===== src/sv/fena_pkg.sv =====
// Shared constants and types of the fire-effect neighbor average block.
// Used by every module of the block but fena_ram; depends on nothing.
`timescale 1ns / 1ps

package fena_pkg;

    // Frame geometry of the incoming raster
    localparam int FRAME_WIDTH  = 256;
    localparam int FRAME_HEIGHT = 192;

    localparam int COL_W  = $clog2(FRAME_WIDTH);
    localparam int ROW_W  = $clog2(FRAME_HEIGHT);
    localparam int MAX_CR = (COL_W > ROW_W) ? COL_W : ROW_W;
    localparam int CALC_W = (MAX_CR > 8) ? MAX_CR : 8;

    localparam int PIX_W     = 16;
    localparam int OUT_PIX_W = 13;
    localparam int COORD_W   = 8;
    localparam int SUM_SHIFT = 3;

    // Both line stores share one RAM word: {row two above, row just above}
    localparam int LINE_W = 2 * PIX_W;

    localparam int S_TDATA_W = 16;
    localparam int M_TDATA_W = 32;
    localparam int M_PAD_W   = M_TDATA_W - OUT_PIX_W - 2 * COORD_W;

    // Output queue
    localparam int OUTQ_DEPTH = 3;
    localparam int OUTQ_AW    = 2;

    // Item in the compute stage, in the cycle after acceptance
    typedef struct packed {
        logic             valid;
        logic [PIX_W-1:0] pixel;
        logic [COL_W-1:0] col;
        logic [ROW_W-1:0] row;
    } stage_t;

    // Result item
    typedef struct packed {
        logic                 frame_last;
        logic [COORD_W-1:0]   out_col;
        logic [COORD_W-1:0]   out_row;
        logic [OUT_PIX_W-1:0] pixel_out;
    } out_item_t;

endpackage


===== src/sv/fena_win.sv =====
// 3x3 window registers, eight-neighbor sum and output position logic.
// Depends on fena_pkg.
`timescale 1ns / 1ps

module fena_win (
    input  logic                      aclk,
    input  fena_pkg::stage_t          st,
    input  logic [fena_pkg::PIX_W-1:0] top,
    input  logic [fena_pkg::PIX_W-1:0] mid,
    output logic                      res_valid,
    output fena_pkg::out_item_t       res
);

    // [0],[1]: top row, columns x-2 and x-1; [2],[3] middle; [4],[5] bottom
    logic [fena_pkg::PIX_W-1:0] win_reg [6];

    logic [fena_pkg::PIX_W-1:0]  sum_a, sum_b, sum;
    logic [fena_pkg::CALC_W-1:0] col_ext, row_ext;
    logic                        in_rows, in_cols;

    always_ff @(posedge aclk) begin
        if (st.valid) begin
            win_reg[0] <= win_reg[1];
            win_reg[1] <= top;
            win_reg[2] <= win_reg[3];
            win_reg[3] <= mid;
            win_reg[4] <= win_reg[5];
            win_reg[5] <= st.pixel;
        end
    end

    always_comb begin
        sum_a = win_reg[0] + top + win_reg[2] + win_reg[3];
        sum_b = mid + win_reg[4] + win_reg[5] + st.pixel;
        sum   = sum_a + sum_b;

        col_ext = fena_pkg::CALC_W'(st.col);
        row_ext = fena_pkg::CALC_W'(st.row);

        in_rows = (row_ext >= fena_pkg::CALC_W'(2))
               && (row_ext <= fena_pkg::CALC_W'(fena_pkg::FRAME_HEIGHT - 2));
        in_cols = (col_ext >= fena_pkg::CALC_W'(2));

        res_valid     = st.valid && in_rows && in_cols;
        res.pixel_out = sum[fena_pkg::PIX_W-1:fena_pkg::SUM_SHIFT];
        res.out_row   = fena_pkg::COORD_W'(row_ext - fena_pkg::CALC_W'(2));
        res.out_col   = fena_pkg::COORD_W'(col_ext - fena_pkg::CALC_W'(1));
        res.frame_last = (row_ext == fena_pkg::CALC_W'(fena_pkg::FRAME_HEIGHT - 2))
                      && (col_ext == fena_pkg::CALC_W'(fena_pkg::FRAME_WIDTH - 1));
    end

endmodule


===== config.mk =====
export PLATFORM = sky130hd
export DESIGN_NAME = fena_win
export DESIGN_NICKNAME = d
export VERILOG_FILES = /design/src/sv/fena_pkg.sv /design/src/sv/fena_win.sv
export SDC_FILE = /design/constraint.sdc
export NUM_CORES = 1
export LEC_CHECK = 0
export BUFFER_PORTS_ARGS = -buffer_cell sky130_fd_sc_hd__buf_2
export CAP_MARGIN = 20
export CORE_MARGIN = 1.5
export CORE_UTILIZATION = 50
export DETAILED_ROUTE_END_ITERATION = 10
export PLACE_DENSITY_LB_ADDON = 0.3
export SLEW_MARGIN = 20
export SYNTH_ARGS = -nofsm -noshare
export SYNTH_HDL_FRONTEND = slang
export SYNTH_SLANG_ARGS = --single-unit

===== constraint.sdc =====
create_clock -name aclk -period 8.2 [get_ports aclk]
set_input_delay 1.64 -clock aclk [delete_from_list [all_inputs] [get_ports aclk]]
set_output_delay 1.64 -clock aclk [all_outputs]
set_load 0.01 [all_outputs]

Yosys cells after proc, flatten, opt, wreduce, memory -nomap -nowiden
Memories as Yosys holds them, arrays and structs flattened.
Index checks and enable logic that the tools add are counted.
{"block": "classes", "addsub": 9, "n_eq_ne": 2, "n_div": 0, "order_cmp": 3, "shift": 0, "reduce_logical": 4, "n_mul": 0, "mux": 2, "bitwise_logic": 0}
{"op": "adder 16 bit", "count": 7}
{"op": "equality test 8 bit, second input constant", "count": 2}
{"op": "greater-or-equal comparator 8 x 2 -> 1 bit, second input constant", "count": 2}
{"op": "<= comparator 8 bit, second input constant", "count": 1}
{"op": "subtractor 8 x 1 -> 8 bit, second input constant", "count": 1}
{"op": "subtractor 8 x 2 -> 8 bit, second input constant", "count": 1}
{"op": "logical AND 1 bit", "count": 4}
{"op": "2-to-1 mux 1 bit", "count": 2}
{"block": "totals", "ram_bits": 96, "n_memories": 1, "latch_bits": 0, "mem_bits_ro": 0, "input_bits": 66, "reg_bits": 0, "elab_cells": 21}
{"memory": "win_reg", "words": 6, "word_bits": 16, "read_ports": 6, "rd_clocked_by_memory_dff": 0, "write_ports": 6, "line": "fena_win.sv:15", "source": "logic [fena_pkg::PIX_W-1:0] win_reg [6];"}

Longest topological paths before layout
{"block": "logic_depth", "word_depth": 4, "depth_mapped": 17, "ltp_nobuf": 17}

Worst setup path before layout
Ideal clock, no wire load.
{"block": "synth_timing", "path_type": "input to output", "from": "in top[2] in the netlist's numbering", "to": "out res[9] in the netlist's numbering", "required_ns": 6.560, "path_stages": 15, "path_buffers": 0, "setup_slack_ns": 1.002, "arrival_time_ns": 5.558, "path_cell_list": "inv_1 -> fa_1 -> inv_1 -> fa_1 -> fa_1 -> inv_1 -> fa_1 -> or2_2 -> fa_1 -> nor2b_1 -> o21ai_1 -> a21boi_2 -> o41ai_1 -> nand2b_1 -> a2111oi_2"}
{"item": "start: declaration", "line": "fena_win.sv:8", "source": "input logic [fena_pkg::PIX_W-1:0] top,"}
{"item": "end: declaration", "line": "fena_win.sv:11", "source": "output fena_pkg::out_item_t res"}

==> impl_results.md <==
* Status: completed
* Global-route wire length before repair at 16,700 um
* Total core area at 12,600 um2
* EDFF count, synth at 96
* Clock Tree Buf Depth at 2
* Reg2reg setup slack at 7.50 ns
* Main synth FF type: edfxtp_1
* Pwr dens at approximately 420 nW/um2
* IO buf count at 96
* Rows at slightly above 40
* Iteration count of the initial detailed-routing pass at 4
* Synthesized Nets at between 600 and 700
* CTS tree: built
* Slew @ Worst Pin at 0.659 ns
* Most Frequent Cell on Critical Path: fa_1
* Setup-failing EPs final at 0
* CTS resizes at 0
* Crit-path max FO at 4
* Area Growth Syn to Fin at 15.6%
* Setup TNS at 0 ns
* Drt drc at 0
* Initial antenna violation count at 0
* Pre-CTS setup slack at 0.533 ns
* Synthesized instance count at between 500 and 600
* Fin. max-slew vios at 0
* Synth top area cells: edfxtp_1 (45%), fa_1 (27%), inv_1 (12%), ha_1 (3.9%), xnor2_1 (3.3%)
* Post-route minimum period at 7.65 ns
* Initial Utilization at approximately 51%
* Hold Crit Class: flip-flop to flip-flop
* Max_slew headroom at 56.1%
* Tcrit/Tclk final at between 90% and 100%
* MaxCap Viol Count at 0
* Via density at 4.56
* Via Count at 3,651
* Worst skew pair latency at ~0.36 ns
* Slowest CP cell: fa_1
* Worst-path cell chain: buf_2 -> inv_1 -> fa_1 -> inv_1 -> fa_1 -> fa_1 -> inv_1 -> fa_1 -> or2_2 -> fa_1 -> nor2b_1 -> o21ai_1 -> a21boi_2 -> o41ai_1 -> nand2b_1 -> a2111oi_2 -> buf_2
* Max reg flops at 96
* Largest net degree at the start of global routing at between 50 and 60
* Post-Syn Area at roughly 6400 um2
* # nets final at between 700 and 800
* Initial DRC count at 149
* Worst EP arrival at around 6 ns
* Critical path type: primary input to output pin
* Post-CTS Setup Inserts at 0
* Post-DP HPWL at around 8000 um
* Die Height at between 100 and 150 um
* Peak Freq at 131 MHz
* Non-filler cells, final at about 800
* Area leader, netlist: edfxtp_1
* Number of diodes at 0
* Placed Cells at a little under 800
* Min setup slack post-route at about 0.55 ns
* GRT Residual Overflow at 0
* Crit. End Element: output pin
* Clock transition at the registers of the reported paths at 0.07 ns
* Async SR Flop Fraction at 0%
* Wirelength per Cell at 12.4 um
* Die area at about 13,000 um2
* Layout cells sized above 1 at between 10% and 20%
* GRT Overall Usage at between 15 and 20%
* Worst Setup Start Kind: primary input
* Final WL at between 9000 and 10,000 um
* Ys Warns at 0
* Seq/Total Area, Yosys at roughly 45%
* Clock skew at about 0.0070 ns
* FF+latch count, synth at 96
* Leak at between 0.003 and 0.004 uW
* Syn Area/Cell at approximately 12 um2
* Die width at approximately 120 um
* Netlist cell types at 38
* Worst VDD drop at 224 uV
* H-tree levels at 3
* Most common cell after layout, fill and taps aside: inv_1
* Clock root buffer: clkbuf_16
* Final hold violations at 0
* Count of boundary I/O pins at just under 100
* Max stage delay on crit path at between 0.5 and 0.6 ns
* Unrepaired setup endpoints after global routing: false
* Total CTS buffers at 9
* # clock sinks at 96
* Commonest non-fill, non-tap cells in the layout: inv_1 (205), edfxtp_1 (96), buf_2 (95)
* Detail Route Antenna Nets at 0
* Vias in the first global route at between 3k and 4k
* CTS Hold Buffers Added at 0
* GPL Wtd Cong at roughly 0.76
* Post-synth top area share at a little under half
* Req. time, crit path at between 6 and 7 ns
==> kinds of logic (layout without fill, tap and decap cells) <==
group                      after synthesis  count (layout)  share of synthesized area, %
AOI/OAI and AO/OA                       30              30                          3.80
and+or+nand+nor                         46              46                          3.64
buffers and inverters                  206             318                          12.1
adders and majority gates              106             106                          30.8
xor gates and xnor gates                33              33                          4.52
DFF                                     96              96                          45.1
==> Yosys cell counts (2+ instances only) <==
cell type  number
nor4b_1         2
nor4_1          4
nand4_1         3
o21ai_0         2
ha_1           20
nand2_1        12
xor2_1          9
nand2b_1        3
xnor2_1        24
inv_1         205
o21ai_1         2
a21oi_1         9
nor3_1          9
o21bai_1        2
fa_1           86
edfxtp_1       96
nor2_1          8
==> stage by stage <==
stage               instance area [um2]  utilization [%]  power [uW]  hold slack [ns]
floorplan                          6400                -        2050            0.400
global placement                   7090             56.4        2640            0.401
detailed placement                 7090             56.4        2700            0.405
CTS                                7400             58.8        3140            0.418
global route                       7400             58.8        3380            0.425
finish                             7400             58.8        3090            0.417
==> final timing paths <==
check                start       endpoint  cells past startpoint
min reg2reg  win_reg[1][6]  win_reg[0][6]                      0
min          win_reg[1][6]  win_reg[0][6]                      0
max reg2reg  win_reg[5][7]  win_reg[4][7]                      0
max                 top[2]         res[9]                     17
==> power by group <==
part,switching [uW],internal [uW]
clock,207,218
combinational,1180,888
sequential,14.8,582
total,1400,1690
==> per-layer routing <==
metal  vias to the layer above  GRT usage, %  wire (um)
li1                       1766             -          -
met4                         0          7.24        189
met3                        12          4.88        492
met5                         -             0          0
met2                        88          27.7       4920
met1                      1785          19.8       4320
==> worst max-delay path, delay by kind of cell <==
family | cells | cell delay [ns]
fa+ha+maj | 5 | 2.47
compound gates | 4 | 0.82
simple gates | 3 | 0.62
buf+inv | 5 | 0.46
==> final cells by class <==
class	instances	area, um2
Clock buffer	9	225
Clock inverter	7	76.3
Fill cell	1031	5170
Inverter	205	769
Multi-Input combinational cell	215	2740
Sequential cell	96	2880
Tap cell	172	215
Timing Repair Buffer	97	490
Note: power is estimated with default switching activity, not from simulation.
