<file path="config.mk">
export PLATFORM = sky130hd
export DESIGN_NAME = fena_outq
export DESIGN_NICKNAME = d
export VERILOG_FILES = /design/src/sv/fena_pkg.sv /design/src/sv/fena_outq.sv
export SDC_FILE = /design/constraint.sdc
export NUM_CORES = 1
export LEC_CHECK = 0
export ABC_AREA = 1
export BUFFER_PORTS_ARGS = -buffer_cell sky130_fd_sc_hd__clkbuf_2
export CORE_MARGIN = 2
export CORE_UTILIZATION = 55
export DETAILED_ROUTE_END_ITERATION = 10
export PLACE_DENSITY = 0.79
export SETUP_SLACK_MARGIN = 0.3
export SYNTH_ARGS = -nofsm -noshare
export SYNTH_HDL_FRONTEND = slang
export SYNTH_SLANG_ARGS = --single-unit
</file>
<file path="constraint.sdc">
create_clock -name aclk -period 3.2 [get_ports aclk]
set_input_delay 0.16 -clock aclk [delete_from_list [all_inputs] [get_ports aclk]]
set_output_delay 0.16 -clock aclk [all_outputs]
set_load 0.05 [all_outputs]
</file>
<file path="src/sv/fena_pkg.sv">
// Shared constants and types of the fire-effect neighbor average block.
// Used by every module of the block but fena_ram; depends on nothing.
`timescale 1ns / 1ps

package fena_pkg;

    // Frame geometry of the incoming raster
    localparam int FRAME_WIDTH  = 256;
    localparam int FRAME_HEIGHT = 192;

    localparam int COL_W  = $clog2(FRAME_WIDTH);
    localparam int ROW_W  = $clog2(FRAME_HEIGHT);
    localparam int MAX_CR = (COL_W > ROW_W) ? COL_W : ROW_W;
    localparam int CALC_W = (MAX_CR > 8) ? MAX_CR : 8;

    localparam int PIX_W     = 16;
    localparam int OUT_PIX_W = 13;
    localparam int COORD_W   = 8;
    localparam int SUM_SHIFT = 3;

    // Both line stores share one RAM word: {row two above, row just above}
    localparam int LINE_W = 2 * PIX_W;

    localparam int S_TDATA_W = 16;
    localparam int M_TDATA_W = 32;
    localparam int M_PAD_W   = M_TDATA_W - OUT_PIX_W - 2 * COORD_W;

    // Output queue
    localparam int OUTQ_DEPTH = 3;
    localparam int OUTQ_AW    = 2;

    // Item in the compute stage, in the cycle after acceptance
    typedef struct packed {
        logic             valid;
        logic [PIX_W-1:0] pixel;
        logic [COL_W-1:0] col;
        logic [ROW_W-1:0] row;
    } stage_t;

    // Result item
    typedef struct packed {
        logic                 frame_last;
        logic [COORD_W-1:0]   out_col;
        logic [COORD_W-1:0]   out_row;
        logic [OUT_PIX_W-1:0] pixel_out;
    } out_item_t;

endpackage

</file>
<file path="src/sv/fena_outq.sv">
// Three-entry output queue in flip-flops; decouples compute from the m_ side.
// Depends on fena_pkg.
`timescale 1ns / 1ps

module fena_outq (
    input  logic                          aclk,
    input  logic                          aresetn,
    input  logic                          push,
    input  fena_pkg::out_item_t           push_item,
    output logic                          pop_valid,
    input  logic                          pop_ready,
    output fena_pkg::out_item_t           pop_item,
    output logic [fena_pkg::OUTQ_AW-1:0]  level
);

    fena_pkg::out_item_t entry_reg [fena_pkg::OUTQ_DEPTH];

    logic [fena_pkg::OUTQ_AW-1:0] wr_ptr_reg, wr_ptr_next;
    logic [fena_pkg::OUTQ_AW-1:0] rd_ptr_reg, rd_ptr_next;
    logic [fena_pkg::OUTQ_AW-1:0] cnt_reg, cnt_next;
    logic                         pop;

    localparam logic [fena_pkg::OUTQ_AW-1:0] LAST_PTR =
        fena_pkg::OUTQ_AW'(fena_pkg::OUTQ_DEPTH - 1);

    assign pop = pop_valid && pop_ready;

    always_comb begin
        wr_ptr_next = wr_ptr_reg;
        rd_ptr_next = rd_ptr_reg;
        cnt_next    = cnt_reg;
        if (push) begin
            wr_ptr_next = (wr_ptr_reg == LAST_PTR) ? '0 : wr_ptr_reg + 1'b1;
        end
        if (pop) begin
            rd_ptr_next = (rd_ptr_reg == LAST_PTR) ? '0 : rd_ptr_reg + 1'b1;
        end
        if (push && !pop) begin
            cnt_next = cnt_reg + 1'b1;
        end else if (pop && !push) begin
            cnt_next = cnt_reg - 1'b1;
        end
    end

    always_ff @(posedge aclk) begin
        if (!aresetn) begin
            wr_ptr_reg <= '0;
            rd_ptr_reg <= '0;
            cnt_reg    <= '0;
        end else begin
            wr_ptr_reg <= wr_ptr_next;
            rd_ptr_reg <= rd_ptr_next;
            cnt_reg    <= cnt_next;
        end
    end

    always_ff @(posedge aclk) begin
        if (push) begin
            entry_reg[wr_ptr_reg] <= push_item;
        end
    end

    assign pop_valid = (cnt_reg != '0);
    assign pop_item  = entry_reg[rd_ptr_reg];
    assign level     = cnt_reg;

`ifndef SYNTHESIS
    a_no_overflow: assert property (@(posedge aclk) disable iff (!aresetn)
        !(push && !pop && cnt_reg == fena_pkg::OUTQ_AW'(fena_pkg::OUTQ_DEPTH)))
        else $error("output queue overflow");

    a_ptr_gap: assert property (@(posedge aclk) disable iff (!aresetn)
        (cnt_reg == '0) |-> (wr_ptr_reg == rd_ptr_reg))
        else $error("output queue pointers disagree with count");
`endif

endmodule

</file>
# Word-level counts from Yosys, hierarchy flattened
# Memory sizes are Yosys's and may differ from the RTL's. A register that Yosys moved wholly into a read port is not among the register bits.
# Index checks and enable logic that the tools add are counted.
[op_classes]
n_addsub = 4
eq_ne = 2
mux = 8
n_reduce_logical = 7
[op_table]
columns = ["op", "count"]
rows = [
  ["$mux W2", 6],
  ["$add A2 B1 Y2 const B", 3],
  ["$eq A2 B2 Y1 const B", 2],
  ["$reduce_bool A2 Y1", 2],
  ["$logic_and A1 B1 Y1", 3],
  ["$logic_not A1 Y1", 2],
  ["$mux W1", 2],
  ["$sub A2 B1 Y2 const B", 1],
]
[word_totals]
ff_bits = 6
ramBits = 90
word_cells = 25
n_memories = 1
[mem_list]
columns = ["memory", "words", "width", "rd", "rd_ports_with_merged_regs", "wr", "line", "source"]
rows = [
  ["entry_reg", 3, 30, 1, 1, 1, "fena_outq.sv:16", "fena_pkg::out_item_t entry_reg [fena_pkg::OUTQ_DEPTH];"],
]

# Longest topological paths before layout
# Gate-level depths: netlist (run 1).
[depth]
depth_word = 5
mapped_depth = 9
ltp_nobuf = 9

# Worst setup path before layout (run 1)
# No wires, ideal clock.
[synth_timing]
kind = "flip-flop to flip-flop"
startpoint = "register wr_ptr_reg[1] (netlist name)"
endpoint = "memory entry_reg[2][0] (netlist name), enable pin"
setup_ns = 0.455
arrival_time_ns = 2.464
t_required_ns = 2.745
path_slack_ns = 0.281
path_stages_with_launch = 3
n_path_buf = 0
path_cell_list = "dfxtp_1 -> inv_1 -> nor3_1"
[synth_lines]
columns = ["item", "line", "source"]
rows = [
  ["start: declaration", "fena_outq.sv:18", "logic [fena_pkg::OUTQ_AW-1:0] wr_ptr_reg, wr_ptr_next;"],
  ["start signal: assignment", "fena_outq.sv:51", "wr_ptr_reg <= wr_ptr_next;"],
  ["end: declaration", "fena_outq.sv:16", ""],
]
# No word-level cell before the write port.

==> flow_summary.yaml, run 1 <==
finish:
  final_cell_mix: "edfxtp_1, clkbuf_2, nand2_1"
  n_antenna_cell: 0
  largest_reg_flops: 90
  layout.cells.most_common: "edfxtp_1"
  nNetsFinal: 391
  syn_to_final_growth_pct: 19.3
  n_fill_cell: 501
  drive_above_1_share_pct: 31.9
global_route:
  grt_use_total_pct: 19.4
  grt_pass1_wl_um: 10800
  grt_max_degree: 32
  first_global_vias: 2246
  grt-ovfl-total: 0
  antenna_found_initial: 0
synthesis:
  yosys_warnings: 0
  synth_top_family_by_area: "compound AO/OA/AOI/OAI gates"
  ys_seq_area_share_pct: 75.9
  synth_seq_cells: 98
  syn-num-nets: 308
  synth_mux_area_share_pct: 0
  synth_simple_gate_area_share_pct: 8.26
  synthXorXnorAreaFrac_pct: 0
  synth-adder-area-share_pct: 0.332
  synth_cell_type_count: 18
  avgSynthCellArea_sq_um: 13.8
  syn_area_sq_um: 3770
  synth_cells: 273
  synth_compound_area_share_pct: 11.4
timing:
  period_needed_ns: 2.20
  layout_setup_ws_ns: 1.00
  max_freq_mhz: 455
  setup_tns_ns: 0
  slew_headroom_pct: 62.0
  post-route-period-util_pct: 68.7
  finClkSkew_ns: 0.00729
  drv_slew: 0
  worstMarginPinSlew_ns: 0.569
  grt_setup_unrepaired: "false"
  setup_violations: 0
  hold_viol: 0
worst_setup_path:
  start_kind: "flip-flop"
  cp-end-kind: "output port"
  critPathKind: "reg2out"
  crit_arrival_ns: 2.04
  cp.required_ns: 3.04
  reg2reg_from: "level[0]"
  cp_max_fo: 31
die:
  start_util_pct: 56.1
  die_x_um: 86.8
  core_area_sq_um: 6720
  ioPinCount: 67
  die_area_sq_um: 7540
  std_cell_rows: 30
  die_y_um: 86.8
cts:
  cts.path.max_buffers: 2
  numCtsBuffers: 9
  clk_latency_ns: 0.35
  clk_pin_slew_ns: 0.09
  cts_tree: "yes"
  cts_root_buffer: "clkbuf_8"
  clock-sinks: 98
  htreeDepth: 3
  cts-resized-gates: 0
drt:
  post_drt_wl_per_cell_um: 15.4
  drt_iter0_drc: 81
  via_count: 2296
  via_per_inst: 5.21
  ant_nets: 0
  drc_errors: 0
  dr.pass1.iters: 4
  wl_um: 6780
worst_hold_path:
  hold_path.class: "in2reg"
  hold_start: "push_item[23]"
placed_design:
  gp_congestion: 0.700
  post-place-ws_ns: 1.45
  io_buffers: 66
  dp_hpwl_um: 4150
run:
  cap_viol_max_count: 0
pwr:
  powerDensity_nw_per_um2: 708
  p_leak_nw: 1.73
  ir_worst_vdd_v: 0.000449
run_status:
  status: "finished clean"
through the flow:
| step | area, sq um | cells | util [%] | power, mW | hold WS (ns) |
|---|---|---|---|---|---|
| final | 4500 | 441 | 67.0 | 3.19 | 0.0173 |
| after global routing | 4500 | 441 | 67.0 | 3.32 | 0.00308 |
| after CTS | 4480 | 439 | 66.7 | 3.21 | 0.000556 |
| after detailed placement | 4150 | 412 | 61.8 | 2.37 | 0.372 |
| after global placement | 4150 | 412 | 61.8 | 2.36 | 0.362 |
| after floorplan | 3780 | 273 | - | 2.19 | 0.259 |
what timing repair did:
item	4_1_cts	5_1_grt
hold endpoints to repair	29	4
hold buffers	11	2
setup buffers	0	0
cell usage after synthesis (all sizes together):
cell / number / area share, %
a21oi: 63 / 11
buf: 11 / 2.5
clkbuf: 1 / 0.20
dfxtp: 8 / 4.2
edfxtp: 90 / 72
ha: 1 / 0.33
inv: 15 / 1.5
nand2: 41 / 4.1
nand3: 3 / 0.40
nand4: 1 / 0.17
nor2: 35 / 3.5
nor3: 1 / 0.13
o211ai: 1 / 0.20
o21a: 1 / 0.20
o21ai: 1 / 0.13
cell families (layout without fill, tap and decap cells):
group,after synthesis,count (layout)
AOI/OAI and AO/OA,66,66
DFF,98,98
buffers and inverters,27,115
and+or+nand+nor,81,81
adders and majority gates,1,1
per-layer routing:
metal  global-route usage (%)  vias to the layer above  routed length [um]
met5                        0                        -                   0
met4                     6.82                        0                  59
met3                     5.43                        5                 293
met2                     31.0                       59                3470
met1                     25.6                     1103                2960
li1                         -                     1129                   -
worst max-delay path, cell delays in order (launching register included):
cell and delay [ns]:
dfxtp_1 0.30, buf_4 0.24, inv_2 0.45, nand2_1 0.12, a21oi_1 0.24, clkbuf_2 0.32
path summary, 6_finish.rpt:
| kind | end | depth (start not counted) | slack, ns |
|---|---|---|---|
| hold / removal | entry_reg[2][23] | 1 | 0.02 |
| hold reg to reg | wr_ptr_reg[1] | 2 | 0.47 |
| setup / recovery | pop_item[5] | 5 | 1.00 |
| setup reg to reg | level[1] | 8 | 1.83 |
cell type report:
class	instances	area, sq um	share of cell area, %
sequential	98	2860	63.6
multi-input combinational	148	764	17.0
timing repair buffer	84	498	11.1
clock buffer	9	124	2.75
tap	80	100	2.22
clock inverter	7	93.8	2.09
inverter	15	56.3	1.25
power breakdown:
group / internal [mW] / switching [mW]
Combinational: 0.202 / 0.656
Clock: 0.438 / 0.402
Sequential: 1.47 / 0.0233
No activity file was read; power rests on OpenSTA's default activity.
==> inputs of run 2 (changes only) <==
CORE_UTILIZATION = 50   (was 55)
PLACE_DENSITY = 0.75   (was 0.79)
clock period = 1.85 ns   (was 3.2 ns; I/O delays follow)
==> run 2 against run 1 <==
Via count grew 8.5%. First-iteration DRC count grew 78%. Design area grew 11%. Total power grew 76%. Sequential power grew 74%. Register-to-register slack lost 1.3 ns. Worst setup slack lost 0.68 ns. Final cell count grew 11%. Critical path type unchanged.
==> flow_summary.yaml, run 2 (synthesized netlist as in run 1, its figures left out) <==
timing:
  hold_viol: 0
  slew_headroom_pct: 80.4
  setup_violations: 0
  grt_setup_unrepaired: "true"
  drv_slew: 0
  finClkSkew_ns: 0.0129
  worstMarginPinSlew_ns: 0.294
  max_freq_mhz: 656
  period_needed_ns: 1.52
  setup_tns_ns: 0
  post-route-period-util_pct: 82.4
drt:
  drc_errors: 0
  post_drt_wl_per_cell_um: 16.0
  wl_um: 7830
  ant_nets: 0
  drt_iter0_drc: 144
  via_count: 2491
  via_per_inst: 5.08
  dr.pass1.iters: 7
die:
  die_x_um: 90.9
  start_util_pct: 51.7
  std_cell_rows: 31
  ioPinCount: 67
  die_area_sq_um: 8260
  core_area_sq_um: 7290
  die_y_um: 90.9
cts:
  numCtsBuffers: 9
  clk_latency_ns: 0.35
  cts_tree: "yes"
  cts_root_buffer: "clkbuf_8"
  htreeDepth: 3
  clk_pin_slew_ns: 0.09
  clock-sinks: 98
  cts.path.max_buffers: 2
run:
  cap_viol_max_count: 0
placed_design:
  io_buffers: 66
  gp_congestion: 0.756
  dp_hpwl_um: 4500
finish:
  n_fill_cell: 527
  multi_input_area_sq_um: 776
  syn_to_final_growth_pct: 32.1
  nNetsFinal: 421
  n_antenna_cell: 0
  largest_reg_flops: 90
  postLayoutCoreUtil_pct: 68.4
  drive_above_1_share_pct: 33.8
  final_cell_mix: "edfxtp_1, nand2_1, clkbuf_2"
  seqCellArea_sq_um: 2870
  layout.cells.most_common: "edfxtp_1"
pwr:
  p_leak_nw: 1.92
  powerDensity_nw_per_um2: 1120
  ir_worst_vdd_v: 0.000668
global_route:
  grt_max_degree: 31
  grt_use_total_pct: 18.9
  antenna_found_initial: 0
  grt-ovfl-total: 0
  grt_pass1_wl_um: 11800
  first_global_vias: 2505
worst_setup_path:
  start_kind: "flip-flop"
  cp_max_fo: 9
  cp.required_ns: 1.76
  max_stage_delay_ns: 0.38
  cp_num_buf_inv: 3
  crit_arrival_ns: 1.43
  crit_slowest_cell: "dfxtp_4"
  cpLargestDelayFamily: "buffers and inverters"
  cp-end-kind: "output port"
  critPathKind: "reg2out"
  path_cells: "inv_6, buf_12, nand2_1, a21oi_2, buf_8"
worst_hold_path:
  hold_path.class: "in2reg"
run_status:
  status: "finished clean"
==> run 2: what timing repair did <==
action                     in CTS  in global routing
setup endpoints to repair      30                 29
pin swaps                       0                  3
hold buffers                   30                  0
hold endpoints to repair       90                  0
buffers inserted                5                  0
resized for setup              43                 34
gates cloned                    0                  2
==> run 2: report_power, final <==
part	switching, mW	internal (mW)
registers	0.0526	2.54
logic	1.19	0.627
clock network	0.696	0.489
==> run 2: routing by layer <==
layer | track usage, % | share of wire [%] | vias up
li1 | - | - | 1192
met1 | 23.6 | 42 | 1199
met2 | 32.3 | 52 | 87
met3 | 4.76 | 4.6 | 13
met4 | 6.44 | 1.2 | 0
met5 | 0 | 0 | -
==> run 2: final timing paths <==
check | startpoint | to | slack [ns] | cells after the start
hold / removal | aresetn | flip-flop | 0.01 | 3
setup / recovery | flip-flop | pop_item[23] | 0.33 | 5
hold reg to reg | wr_ptr_reg[1] | wr_ptr_reg[1] | 0.47 | 2
setup reg to reg | level[0] | level[1] | 0.49 | 8
==> run 2: area by class of cell <==
| class | instances | area share [%] |
|---|---|---|
| clock buffers | 10 | 2.56 |
| clock inverters | 6 | 0.828 |
| inverters | 15 | 1.28 |
| multi-input cells | 148 | 15.6 |
| flip-flops and latches | 98 | 57.6 |
| well taps | 99 | 2.48 |
| repair buffers | 114 | 19.7 |
==> run 2: worst min-delay path, delay by kind of cell <==
| kind | cells | cell delay [ns] |
|---|---|---|
| buf+inv | 1 | 0.12 |
| simple gates | 2 | 0.11 |
==> run 2: through the flow <==
stage / std cells / cell area [sq um] / setup WS, ns / hold WS, ns / total power [mW]
floorplan: 273 / 3780 / 0.300 / 0.191 / 3.80
global placement: 437 / 4230 / 0.508 / 0.294 / 4.11
detailed placement: 437 / 4230 / 0.476 / 0.301 / 4.13
CTS: 488 / 4900 / 0.314 / 0.00301 / 5.53
global route: 490 / 4980 / 0.283 / 0.0155 / 5.84
finish: 490 / 4980 / 0.326 / 0.0142 / 5.60
